[src/hdl/assert_macros.svh]
// Assertion macros shared by the compensation RTL
`ifndef ASSERT_MACROS_SVH
`define ASSERT_MACROS_SVH

// clocked assertion, disabled while reset is high
`define ASSERT_CLK(lbl, prop, msg) \
  lbl: assert property (@(posedge clk) disable iff (rst) prop) else $error(msg);

// clocked assertion, checked during reset too
`define ASSERT_ALWAYS(lbl, prop, msg) \
  lbl: assert property (@(posedge clk) prop) else $error(msg);

`endif

[src/hdl/bptc_pkg.sv]
// Shared types and constants for the barometric compensation block
package bptc_pkg;

  localparam int WORD_W = 64;
  localparam int CNT_W  = $clog2(WORD_W);
  localparam int CAL_W  = 48;
  localparam int RAW_W  = 20;

  typedef enum logic [1:0] {
    CFG_TEMP     = 2'd0,
    CFG_PRESS_LO = 2'd1,
    CFG_PRESS_MI = 2'd2,
    CFG_PRESS_HI = 2'd3
  } cfg_idx_t;

  typedef enum logic [3:0] {
    ST_IDLE,
    ST_T_A,
    ST_T_D,
    ST_T_E,
    ST_P_1,
    ST_P_2,
    ST_P_3,
    ST_P_4,
    ST_P_5,
    ST_P_6,
    ST_P_7,
    ST_P_DIV,
    ST_P_8,
    ST_P_9,
    ST_P_10,
    ST_FIN
  } state_t;

endpackage

[src/hdl/bptc_mul.sv]
// Bit-serial shift-add multiplier, low word of the product
`include "assert_macros.svh"
module bptc_mul
  import bptc_pkg::*;
(
  input  logic              clk,
  input  logic              rst,
  input  logic              start,
  input  logic [WORD_W-1:0] a,
  input  logic [WORD_W-1:0] b,
  output logic              done,
  output logic [WORD_W-1:0] prod
);

  logic [WORD_W-1:0] mcand;
  logic [WORD_W-1:0] mplier;
  logic [WORD_W-1:0] acc;
  logic [CNT_W-1:0]  cnt;
  logic              busy;

  always_ff @(posedge clk) begin
    if (rst) begin
      busy <= 1'b0;
      done <= 1'b0;
      cnt  <= '0;
    end else begin
      done <= 1'b0;
      if (start) begin
        busy <= 1'b1;
        cnt  <= '0;
      end else if (busy) begin
        cnt <= cnt + 1'b1;
        if (cnt == CNT_W'(WORD_W - 1)) begin
          busy <= 1'b0;
          done <= 1'b1;
        end
      end
    end
  end

  always_ff @(posedge clk) begin
    if (start) begin
      mcand  <= a;
      mplier <= b;
      acc    <= '0;
    end else if (busy) begin
      if (mplier[0]) begin
        acc <= acc + mcand;
      end
      mcand  <= mcand << 1;
      mplier <= mplier >> 1;
    end
  end

  assign prod = acc;

  `ASSERT_CLK(a_mul_done_idle, done |-> !busy, "multiplier done while still stepping")
  `ASSERT_CLK(a_mul_start_busy, start |=> busy, "multiplier did not start")

endmodule

[src/hdl/bptc_div.sv]
// Bit-serial restoring divider, unsigned quotient
`include "assert_macros.svh"
module bptc_div
  import bptc_pkg::*;
(
  input  logic              clk,
  input  logic              rst,
  input  logic              start,
  input  logic [WORD_W-1:0] num,
  input  logic [WORD_W-1:0] den,
  output logic              done,
  output logic [WORD_W-1:0] quo
);

  logic [WORD_W-1:0] rem;
  logic [WORD_W-1:0] qsr;
  logic [WORD_W-1:0] dsr;
  logic [CNT_W-1:0]  cnt;
  logic              busy;
  logic [WORD_W:0]   trial_in;
  logic [WORD_W:0]   trial;

  assign trial_in = {rem, qsr[WORD_W-1]};
  assign trial    = trial_in - {1'b0, dsr};

  always_ff @(posedge clk) begin
    if (rst) begin
      busy <= 1'b0;
      done <= 1'b0;
      cnt  <= '0;
    end else begin
      done <= 1'b0;
      if (start) begin
        busy <= 1'b1;
        cnt  <= '0;
      end else if (busy) begin
        cnt <= cnt + 1'b1;
        if (cnt == CNT_W'(WORD_W - 1)) begin
          busy <= 1'b0;
          done <= 1'b1;
        end
      end
    end
  end

  always_ff @(posedge clk) begin
    if (start) begin
      rem <= '0;
      qsr <= num;
      dsr <= den;
    end else if (busy) begin
      if (trial[WORD_W]) begin
        rem <= trial_in[WORD_W-1:0];
        qsr <= {qsr[WORD_W-2:0], 1'b0};
      end else begin
        rem <= trial[WORD_W-1:0];
        qsr <= {qsr[WORD_W-2:0], 1'b1};
      end
    end
  end

  assign quo = qsr;

  `ASSERT_CLK(a_div_done_idle, done |-> !busy, "divider done while still stepping")

endmodule

[src/hdl/baro_temp_pressure_compensation_top.sv]
// Top level: barometric temperature / pressure compensation sequencer
// Use: write the four 48-bit calibration registers on the cfg channel
// (cfg_valid/cfg_ready, cfg_index, cfg_data; always ready) while idle.
// Send items on in_valid/in_ready: req_type 0 is a raw temperature, 1 a raw
// pressure. Each item gives exactly one result on out_valid/out_ready.
// A temperature item also updates the stored fine temperature used by
// later pressure items.
// All arithmetic goes through one bit-serial multiplier and one bit-serial
// divider, one bit per cycle over 64 bits. A temperature item takes three
// products, a pressure item ten products and one quotient, fewer when the
// pressure divisor is zero. One item is in flight at a time.
// in_ready is high while the sequencer is idle, even if a result still
// waits in the output register; a stalled receiver holds the finished
// item in the last step until the output register frees.
// Reset clears the calibration registers, the fine temperature and all
// control state; no result is pending afterwards.
`include "assert_macros.svh"
module baro_temp_pressure_compensation_top
  import bptc_pkg::*;
(
  input  logic                    clk,
  input  logic                    rst,
  input  logic                    cfg_valid,
  output logic                    cfg_ready,
  input  logic [1:0]              cfg_index,
  input  logic [CAL_W-1:0]        cfg_data,
  input  logic                    in_valid,
  output logic                    in_ready,
  input  logic                    req_type,
  input  logic [RAW_W-1:0]        raw_sample,
  output logic                    out_valid,
  input  logic                    out_ready,
  output logic                    result_kind,
  output logic signed [31:0]      temperature_centi,
  output logic [31:0]             pressure_q24_8,
  output logic                    pressure_invalid
);

  function automatic logic [WORD_W-1:0] sx16(input logic [15:0] v);
    return {{(WORD_W-16){v[15]}}, v};
  endfunction

  function automatic logic [WORD_W-1:0] sx32(input logic [31:0] v);
    return {{(WORD_W-32){v[31]}}, v};
  endfunction

  logic [CAL_W-1:0]  cal_t, cal_pl, cal_pm, cal_ph;
  logic [31:0]       fine_t;
  state_t            state, state_next;
  logic              launch, launch_next;
  logic              kind;
  logic [RAW_W-1:0]  raw;
  logic              bad;
  logic [WORD_W-1:0] acc, w, s;
  logic [31:0]       t_res;
  logic [31:0]       p_res;

  logic              mul_start, mul_done;
  logic [WORD_W-1:0] mul_a, mul_b, mul_prod;
  logic              div_start, div_done;
  logic [WORD_W-1:0] div_num, div_den, div_quo;

  logic [WORD_W-1:0] raw64, t1, v, pdiff, num, v1d, q13, psum, p_calc;
  logic [31:0]       ft_new, t5;
  logic              neg_n, neg_d;

  assign cfg_ready = 1'b1;

  always_ff @(posedge clk) begin
    if (rst) begin
      cal_t  <= '0;
      cal_pl <= '0;
      cal_pm <= '0;
      cal_ph <= '0;
    end else if (cfg_valid) begin
      unique case (cfg_idx_t'(cfg_index))
        CFG_TEMP:     cal_t  <= cfg_data;
        CFG_PRESS_LO: cal_pl <= cfg_data;
        CFG_PRESS_MI: cal_pm <= cfg_data;
        CFG_PRESS_HI: cal_ph <= cfg_data;
        default: ;
      endcase
    end
  end

  assign raw64  = {{(WORD_W-RAW_W){1'b0}}, raw};
  assign t1     = {{(WORD_W-16){1'b0}}, cal_t[15:0]};
  assign v      = sx32(fine_t) - WORD_W'(128000);
  assign pdiff  = WORD_W'(1048576) - raw64;
  assign num    = (pdiff << 31) - acc;
  assign v1d    = WORD_W'($signed(mul_prod) >>> 33);
  assign q13    = WORD_W'($signed(s) >>> 13);
  assign psum   = s + acc + WORD_W'($signed(mul_prod) >>> 19);
  assign p_calc = WORD_W'($signed(psum) >>> 8) + (sx16(cal_ph[15:0]) << 4);
  assign ft_new = w[31:0] + 32'($signed(mul_prod[31:0]) >>> 14);
  assign t5     = (ft_new << 2) + ft_new + 32'd128;
  assign neg_n  = acc[WORD_W-1];
  assign neg_d  = w[WORD_W-1];

  assign div_num = neg_n ? (WORD_W'(0) - acc) : acc;
  assign div_den = neg_d ? (WORD_W'(0) - w) : w;

  assign in_ready = (state == ST_IDLE);

  always_comb begin
    state_next = state;
    mul_a      = '0;
    mul_b      = '0;
    unique case (state)
      ST_IDLE: begin
        if (in_valid) begin
          state_next = req_type ? ST_P_1 : ST_T_A;
        end
      end
      ST_T_A: begin
        mul_a = (raw64 >> 3) - (t1 << 1);
        mul_b = sx16(cal_t[31:16]);
        if (mul_done) state_next = ST_T_D;
      end
      ST_T_D: begin
        mul_a = (raw64 >> 4) - t1;
        mul_b = (raw64 >> 4) - t1;
        if (mul_done) state_next = ST_T_E;
      end
      ST_T_E: begin
        mul_a = s;
        mul_b = sx16(cal_t[47:32]);
        if (mul_done) state_next = ST_FIN;
      end
      ST_P_1: begin
        mul_a = v;
        mul_b = v;
        if (mul_done) state_next = ST_P_2;
      end
      ST_P_2: begin
        mul_a = s;
        mul_b = sx16(cal_pm[47:32]);
        if (mul_done) state_next = ST_P_3;
      end
      ST_P_3: begin
        mul_a = v;
        mul_b = sx16(cal_pm[31:16]);
        if (mul_done) state_next = ST_P_4;
      end
      ST_P_4: begin
        mul_a = s;
        mul_b = sx16(cal_pl[47:32]);
        if (mul_done) state_next = ST_P_5;
      end
      ST_P_5: begin
        mul_a = v;
        mul_b = sx16(cal_pl[31:16]);
        if (mul_done) state_next = ST_P_6;
      end
      ST_P_6: begin
        mul_a = (WORD_W'(1) << 47) + w;
        mul_b = {{(WORD_W-16){1'b0}}, cal_pl[15:0]};
        if (mul_done) state_next = (v1d == '0) ? ST_FIN : ST_P_7;
      end
      ST_P_7: begin
        mul_a = num;
        mul_b = WORD_W'(3125);
        if (mul_done) state_next = ST_P_DIV;
      end
      ST_P_DIV: begin
        if (div_done) state_next = ST_P_8;
      end
      ST_P_8: begin
        mul_a = sx16(cal_ph[47:32]);
        mul_b = q13;
        if (mul_done) state_next = ST_P_9;
      end
      ST_P_9: begin
        mul_a = acc;
        mul_b = q13;
        if (mul_done) state_next = ST_P_10;
      end
      ST_P_10: begin
        mul_a = sx16(cal_ph[31:16]);
        mul_b = s;
        if (mul_done) state_next = ST_FIN;
      end
      ST_FIN: begin
        if (!out_valid || out_ready) state_next = ST_IDLE;
      end
      default: state_next = ST_IDLE;
    endcase
    launch_next = (state_next != state) && (state_next != ST_FIN) &&
                  (state_next != ST_IDLE);
  end

  assign mul_start = launch && (state != ST_P_DIV);
  assign div_start = launch && (state == ST_P_DIV);

  always_ff @(posedge clk) begin
    if (rst) begin
      state  <= ST_IDLE;
      launch <= 1'b0;
    end else begin
      state  <= state_next;
      launch <= launch_next;
    end
  end

  always_ff @(posedge clk) begin
    if (rst) begin
      fine_t <= '0;
    end else if (state == ST_T_E && mul_done) begin
      fine_t <= ft_new;
    end
  end

  always_ff @(posedge clk) begin
    if (state == ST_IDLE && in_valid) begin
      kind <= req_type;
      raw  <= raw_sample;
      bad  <= 1'b0;
    end
    if (mul_done) begin
      unique case (state)
        ST_T_A:  w   <= sx32(32'($signed(mul_prod[31:0]) >>> 11));
        ST_T_D:  s   <= sx32(32'($signed(mul_prod[31:0]) >>> 12));
        ST_T_E:  t_res <= 32'($signed(t5) >>> 8);
        ST_P_1:  s   <= mul_prod;
        ST_P_2:  acc <= mul_prod;
        ST_P_3:  acc <= acc + (mul_prod << 17) + (sx16(cal_pm[15:0]) << 35);
        ST_P_4:  w   <= WORD_W'($signed(mul_prod) >>> 8);
        ST_P_5:  w   <= w + (mul_prod << 12);
        ST_P_6: begin
          w   <= v1d;
          bad <= (v1d == '0);
        end
        ST_P_7:  acc <= mul_prod;
        ST_P_8:  acc <= mul_prod;
        ST_P_9:  acc <= WORD_W'($signed(mul_prod) >>> 25);
        ST_P_10: p_res <= p_calc[31:0];
        default: ;
      endcase
    end
    if (state == ST_P_DIV && div_done) begin
      s <= (neg_n != neg_d) ? (WORD_W'(0) - div_quo) : div_quo;
    end
  end

  always_ff @(posedge clk) begin
    if (rst) begin
      out_valid <= 1'b0;
    end else if (state == ST_FIN && (!out_valid || out_ready)) begin
      out_valid <= 1'b1;
    end else if (out_ready) begin
      out_valid <= 1'b0;
    end
  end

  always_ff @(posedge clk) begin
    if (state == ST_FIN && (!out_valid || out_ready)) begin
      result_kind       <= kind;
      temperature_centi <= kind ? '0 : t_res;
      pressure_q24_8    <= (kind && !bad) ? p_res : '0;
      pressure_invalid  <= kind && bad;
    end
  end

  bptc_mul u_mul (
    .clk   (clk),
    .rst   (rst),
    .start (mul_start),
    .a     (mul_a),
    .b     (mul_b),
    .done  (mul_done),
    .prod  (mul_prod)
  );

  bptc_div u_div (
    .clk   (clk),
    .rst   (rst),
    .start (div_start),
    .num   (div_num),
    .den   (div_den),
    .done  (div_done),
    .quo   (div_quo)
  );

  `ASSERT_CLK(a_busy_after_accept, (in_valid && in_ready) |=> !in_ready, "took a second item")
  `ASSERT_CLK(a_temp_fields_zero, (out_valid && !result_kind) |-> (pressure_q24_8 == 32'd0 && !pressure_invalid), "temperature result carries pressure data")

endmodule
[config.mk]
export PLATFORM = sky130hd
export DESIGN_NAME = baro_temp_pressure_compensation_top
export DESIGN_NICKNAME = d
export VERILOG_FILES = /design/src/hdl/bptc_pkg.sv /design/src/hdl/bptc_mul.sv /design/src/hdl/bptc_div.sv /design/src/hdl/baro_temp_pressure_compensation_top.sv
export VERILOG_INCLUDE_DIRS = /design/src /design/src/hdl
export SDC_FILE = /design/constraint.sdc
export NUM_CORES = 2
export LEC_CHECK = 0
export ABC_AREA = 1
export BUFFER_PORTS_ARGS = -buffer_cell sky130_fd_sc_hd__buf_2
export CAP_MARGIN = 20
export CORE_MARGIN = 2
export CORE_UTILIZATION = 34
export DETAILED_ROUTE_END_ITERATION = 12
export PLACE_DENSITY = 0.56
export SYNTH_ARGS = -nofsm -noshare
export SYNTH_HDL_FRONTEND = slang
export SYNTH_SLANG_ARGS = --single-unit
[constraint.sdc]
create_clock -name clk -period 6.9 [get_ports clk]
set_clock_uncertainty 0.2 [all_clocks]
set_input_delay 1.035 -clock clk [delete_from_list [all_inputs] [get_ports clk]]
set_output_delay 1.035 -clock clk [all_outputs]
set_load 0.005 [all_outputs]
## Yosys cells after proc, flatten, opt, wreduce, memory -nomap -nowiden

Cells that the tools add are included.

| cells by class | value |
|---|---|
| $add $sub $neg | 22 |
| multiply operators | 0 |
| div/mod/pow operators | 0 |
| magnitude comparators | 0 |
| equality and inequality tests | 24 |
| shift operators | 0 |
| mux-type cells | 49 |
| bitwise gates (word level) | 2 |
| reduce and logical (&&, ||, !) cells | 43 |

Operators with widths:

| cell | count |
|---|---|
| one-hot mux 64 bit (12 select lines) | 1 |
| two-way mux 64 bit | 11 |
| one-hot mux 64 bit (9 select lines) | 1 |
| adder 64 bit | 4 |
| one-hot mux 64 bit (4 select lines) | 1 |
| one-hot mux 64 bit (3 select lines) | 1 |
| subtractor 1 x 64 -> 64 bit (first input constant) | 3 |
| one-hot mux 64 bit (2 select lines) | 1 |
| adder 40 bit | 2 |
| subtractor 65 x 64 -> 65 bit | 1 |
| adder 32 bit | 2 |
| adder 48 x 64 -> 64 bit (first input constant) | 1 |
| zero test 64 bit | 1 |
| subtractor 64 bit | 1 |
| two-way mux 63 bit | 1 |
| two-way mux 4 bit | 15 |
| one-hot mux 4 bit (15 select lines) | 1 |
| subtractor 32 x 18 -> 33 bit (second input constant) | 1 |
| adder 32 x 20 -> 32 bit | 1 |
| adder 32 x 8 -> 32 bit (second input constant) | 1 |
| equality test 4 bit (second input constant) | 8 |
| subtractor 21 x 20 -> 22 bit (first input constant) | 1 |
| AND reduction 2 bit | 10 |
| subtractor 17 x 17 -> 18 bit | 1 |
| other kinds (24) | 69 |

| word-level totals | value |
|---|---|
| bits in registers | 958 |
| latch bits | 0 |
| RAM bits | 0 |
| bits in read-only memories | 0 |
| output and inout bits | 69 |
| memories kept | 0 |

## Longest topological paths before layout

| depth | value |
|---|---|
| word-level depth | 7 |
| mapped depth | 27 |

## Cells and area by module

A second synthesis with hierarchy kept.

| unflattened totals | value |
|---|---|
| cell total of the unflattened synthesis | 12349 |
| area, all modules | 81057.7 um^2 |

By module, submodules not included:

| module | times used | cells an instance | area an instance (um^2) | sequential area each (um^2) |
|---|---|---|---|---|
| baro_temp_pressure_compensation_top | 1 | 7882 | 52539.1 | 14443.9 |
| bptc_div | 1 | 2292 | 14492.6 | 5285.1 |
| bptc_mul | 1 | 2175 | 14026.0 | 5285.1 |

## Least setup slack after synthesis

Ideal clock, no wire load.

| path | value |
|---|---|
| path kind | reg2reg |
| start point | register state[1] |
| end point | register u_mul.mcand[0] (enable) |
| setup time | 1111 ps |
| arrival | 3604 ps |
| required time | 5589 ps |
| slack | 1984 ps |
| cell stages (with the launch flop) | 11 |
| period minus slack after synthesis | 4916 ps |
| cell sequence | dfxtp_1 > buf_2 > nand2_1 > inv_2 > nand2_1 > inv_2 > nor2_1 > inv_1 > clkbuf_1 > clkbuf_1 > nand2_1 |

| on the way | value |
|---|---|
| longest elaborated chain between the ends | 3 |

RTL lines:

| item | RTL line | source |
|---|---|---|
| start, declared | baro_temp_pressure_compensation_top.sv:49 | `state_t state, state_next;` |
| start signal, assigned | baro_temp_pressure_compensation_top.sv:200 | `state <= state_next;` |
| inequality test 4 bit | baro_temp_pressure_compensation_top.sv:192 | `assign mul_start = launch && (state != ST_P_DIV);` |
| logical AND 1 bit | baro_temp_pressure_compensation_top.sv:192 |  |
| nonzero test 2 bit (no line) | - |  |
| end signal, assigned | bptc_mul.sv:50 | `mcand <= mcand << 1;` |
| end, declared | bptc_mul.sv:15 | `logic [WORD_W-1:0] mcand;` |

Every way passes these cells.
A chain may end at the register's enable or synchronous reset.

==> reports/summary.txt <==
Worst setup EP type: register
Final nets: 12.7k
Sequential share of power: 25.5%
Filler cells: 25.8k
DR pass1 iterations: 9
Post-CTS sizing: 0
Post-synthesis cell type count: 67
Via/cell ratio: 5.70
Status: finished, final reports clean
Wirelength per Cell: 30.0 um
Final WL: 462000 um
Die Height: 488 um
Largest net degree at the start of global routing: 131
Hold WS: 172 ps
Leak: 0.0408 uW
Clock Power Share: 21.6%
Most frequent cells in the layout: nand2_1, inv_1, nor2_1, o21ai_0, a21oi_1
Synth Flop Type: edfxtp_1
R2r worst-path depth: 18
EDFF count, synth: 583
CP max FO: 4
R2R Setup Slk: 870 ps
Worst reg2reg endpoint: p_res[30]$_DFFE_PP_
Initial core utilization: 34.2%
Synthesis-to-layout area growth: 11.4%
CTS root buf: clkbuf_16
Vias: 87.7k
Slowest stage cell, crit path: o31ai_1
Top cell by count, worst path: nand2_1
Final Critical Period: 6030 ps
Share of post-route cells with drive strength above 1: 5.23%
Die Wd: 488 um
Crit path buffers/inverters: 3
Global-route usage over all layers: 37.7%
End of the worst hold path: raw[16]$_DFFE_PP_
# Post-CTS Setup Buffers: 0
Net switching power: 16300 uW
Clk sinks: 958
Max stage delay on crit path: 840 ps
Kind of critical path: reg -> reg
Internal power: 15800 uW
Initial antenna violation count: 72
CTS tree: yes
Worst Hold Launch: raw_sample[16]
Synthesized Nets: 12.6k
Asr flop ratio synth: 0%
Synth warnings: 0
First-pass GRT wire length: 631000 um
Worst Hold Class: in -> reg
Setup Viol. Count Final: 0
Data arrival, critical path: 6390 ps
Initial DRC Count: 11.6k
Rel. slew slack: 9.21%
# IOs: 145
Core Area: 233000 um^2
Fmax: 166 MHz
# rows: 177
Die area: 238000 um^2
Antenna Nets Post-Route: 0
Routability cong.: 1.12
Crit share post-route: 87.4%
WHS Path Cells: 1
Clock buffer depth: 3
H-tree Lvls: 3
Setup_tns: 0 ps
Syn Inst Count: 12.0k
RSZ-0062 raised after global routing: no
# hold bufs at CTS: 0
Clock Latency Late Sink: 860 ps
Comb power frac: 52.9%
Post-detail-place hpwl: 374000 um
Port Buffer Count: 143
Max_cap viols: 0
Delay-heaviest family, CP: compound AO/OA/AOI/OAI gates
Fin. Hold Viols: 0
FF+latch count, synth: 958
CP Cell Sequence: inv_1 -> fa_1 -> inv_1 -> ha_1 -> nand2_1 -> o31ai_1 -> nand2_1 -> nand2_1 -> nand2_1 -> nand2_1 -> xor2_1 -> inv_1 -> fa_1 -> o21ai_0 -> a21boi_0 -> o21ai_0 -> a21oi_1 -> xnor2_1
Cell Area, Synth: 79600 um^2
Switching part of the total: 50.7%
Synthesized area per cell: 6.62 um^2
CP required: 7250 ps
Num CTS Buffers: 117
Number of global-route vias before repair: 81.9k
Drt drc: 0
Worst vdd ir: 0.000236 V
Clock-pin slew on the worst setup and hold paths: 60 ps
Startpoint Class: register
Register area share after synthesis: 31.4%
Power Total: 32100 uW
Pwr Density: 362 nW/um^2
Final Slew Violations: 0
Slew of the pin with the lowest slew margin: 1360 ps
Commonest non-fill, non-tap cell in the layout: nand2_1
GRT overflow: 0
==> state kept, by name, summed over array words and instances (netlist names), 24 cells and up, named ones only <==
signal / count
s: 64
u_div.dsr: 64
u_div.quo: 64
u_div.rem: 64
u_mul.mcand: 64
u_mul.mplier: 64
u_mul.prod: 64
w: 64
cal_ph: 48
cal_pl: 48
cal_pm: 48
cal_t: 48
acc: 47
fine_t: 32
p_res: 32
pressure_q24_8: 32
t_res: 24
temperature_centi: 24
==> worst max path at each step <==
stage / startpoint / endpoint / cells after the start / slack (ps)
global placement: register / p_res[30]$_DFFE_PP_ / 18 / 1000
finish: register / p_res[30]$_DFFE_PP_ / 18 / 870
global route: register / p_res[28]$_DFFE_PP_ / 21 / 630
detailed placement: register / p_res[30]$_DFFE_PP_ / 18 / 980
floorplan: state[1]$_SDFF_PP0_ / u_mul.mcand[0]$_SDFFCE_PN0P_ / 10 / 1980
CTS: register / p_res[30]$_DFFE_PP_ / 18 / 950
==> cell type report <==
type	count	area [um^2]	share of cell area (%)
Antenna cell	45	113	0.127
Clock buffer	151	3290	3.71
Clock inverter	70	933	1.05
Inverter	1793	6740	7.59
Multi-Input combinational cell	8940	46700	52.6
Sequential cell	958	25000	28.2
Tap cell	3132	3920	4.42
Timing Repair Buffer	309	2060	2.33
==> synthesized netlist by cell type, types with 12 or more instances <==
| cell | number | area [um^2] |
|---|---|---|
| dfxtp_1 | 375 | 7510 |
| nor4_1 | 55 | 344 |
| ha_1 | 442 | 5530 |
| o21bai_1 | 42 | 315 |
| o21ai_0 | 868 | 4340 |
| xor2_1 | 255 | 2230 |
| nor3_1 | 146 | 731 |
| o21ai_1 | 81 | 405 |
| nand2_2 | 12 | 75.1 |
| nand3_1 | 752 | 3760 |
| a22oi_1 | 15 | 113 |
| buf_1 | 40 | 150 |
| a211oi_1 | 28 | 210 |
| nand3b_1 | 56 | 420 |
| a21oi_1 | 845 | 4230 |
| o2111ai_1 | 36 | 315 |
| a31oi_1 | 36 | 225 |
| buf_4 | 12 | 90.1 |
| fa_1 | 73 | 1460 |
| a21o_1 | 32 | 240 |
| clkbuf_1 | 234 | 878 |
| a221oi_1 | 23 | 201 |
| nor2_1 | 1329 | 4990 |
| nand2_1 | 3220 | 12100 |
| inv_2 | 41 | 154 |
| nor3b_1 | 13 | 97.6 |
| o22ai_1 | 103 | 644 |
| o31ai_1 | 14 | 105 |
| xnor2_1 | 82 | 718 |
| o221ai_1 | 42 | 368 |
| o21a_1 | 30 | 225 |
| or2_2 | 19 | 119 |
| buf_2 | 38 | 190 |
| o211ai_1 | 26 | 195 |
| a21boi_0 | 16 | 120 |
| inv_1 | 1742 | 6540 |
| edfxtp_1 | 583 | 17500 |
| nand4_1 | 189 | 1180 |
==> power by group through the flow <==
stage / Sequential, uW / Clock (uW) / Combinational, uW
6_report: 8190 / 6940 / 17000
2_1_floorplan: 7830 / 0 / 9650
4_1_cts: 8130 / 6970 / 16300
3_3_place_gp: 8230 / 0 / 16300
3_5_place_dp: 8240 / 0 / 16200
5_1_grt: 8170 / 7170 / 18000
==> worst register-to-register path: stages, from the launching register on <==
cell	delay, ps
edfxtp_1	410
inv_1	170
fa_1	560
inv_1	40
ha_1	340
nand2_1	90
o31ai_1	840
nand2_1	100
nand2_1	260
nand2_1	90
nand2_1	150
xor2_1	420
inv_1	120
fa_1	450
o21ai_0	470
a21boi_0	340
o21ai_0	380
a21oi_1	140
xnor2_1	160
==> per-stage QoR <==
stage / util [%] / setup WS (ps) / area (um^2) / cells
floorplan: - / 1980 / 79600 / 12000
global placement: 36.2 / 1000 / 84300 / 15100
detailed placement: 36.2 / 982 / 84300 / 15100
CTS: 38.0 / 951 / 88500 / 15300
global route: 38.1 / 629 / 88600 / 15400
finish: 38.1 / 868 / 88700 / 15400
==> logic make-up after synthesis <==
| group | after synthesis | synth area share [%] |
|---|---|---|
| other | 1 | 0.00471 |
| adders and majority gates | 515 | 8.78 |
| and+or+nand+nor | 5837 | 30.4 |
| buffers and inverters | 2124 | 10.2 |
| DFF | 958 | 31.4 |
| xor gates and xnor gates | 337 | 3.71 |
| AOI/OAI and AO/OA | 2250 | 15.5 |
==> routing by layer <==
metal	share of wire, %	GRT usage (%)
met5	0.045	0
met4	8.0	25.4
met3	11	11.1
met2	41	55.6
met1	40	47.2
(Power assumes the default switching activity.)
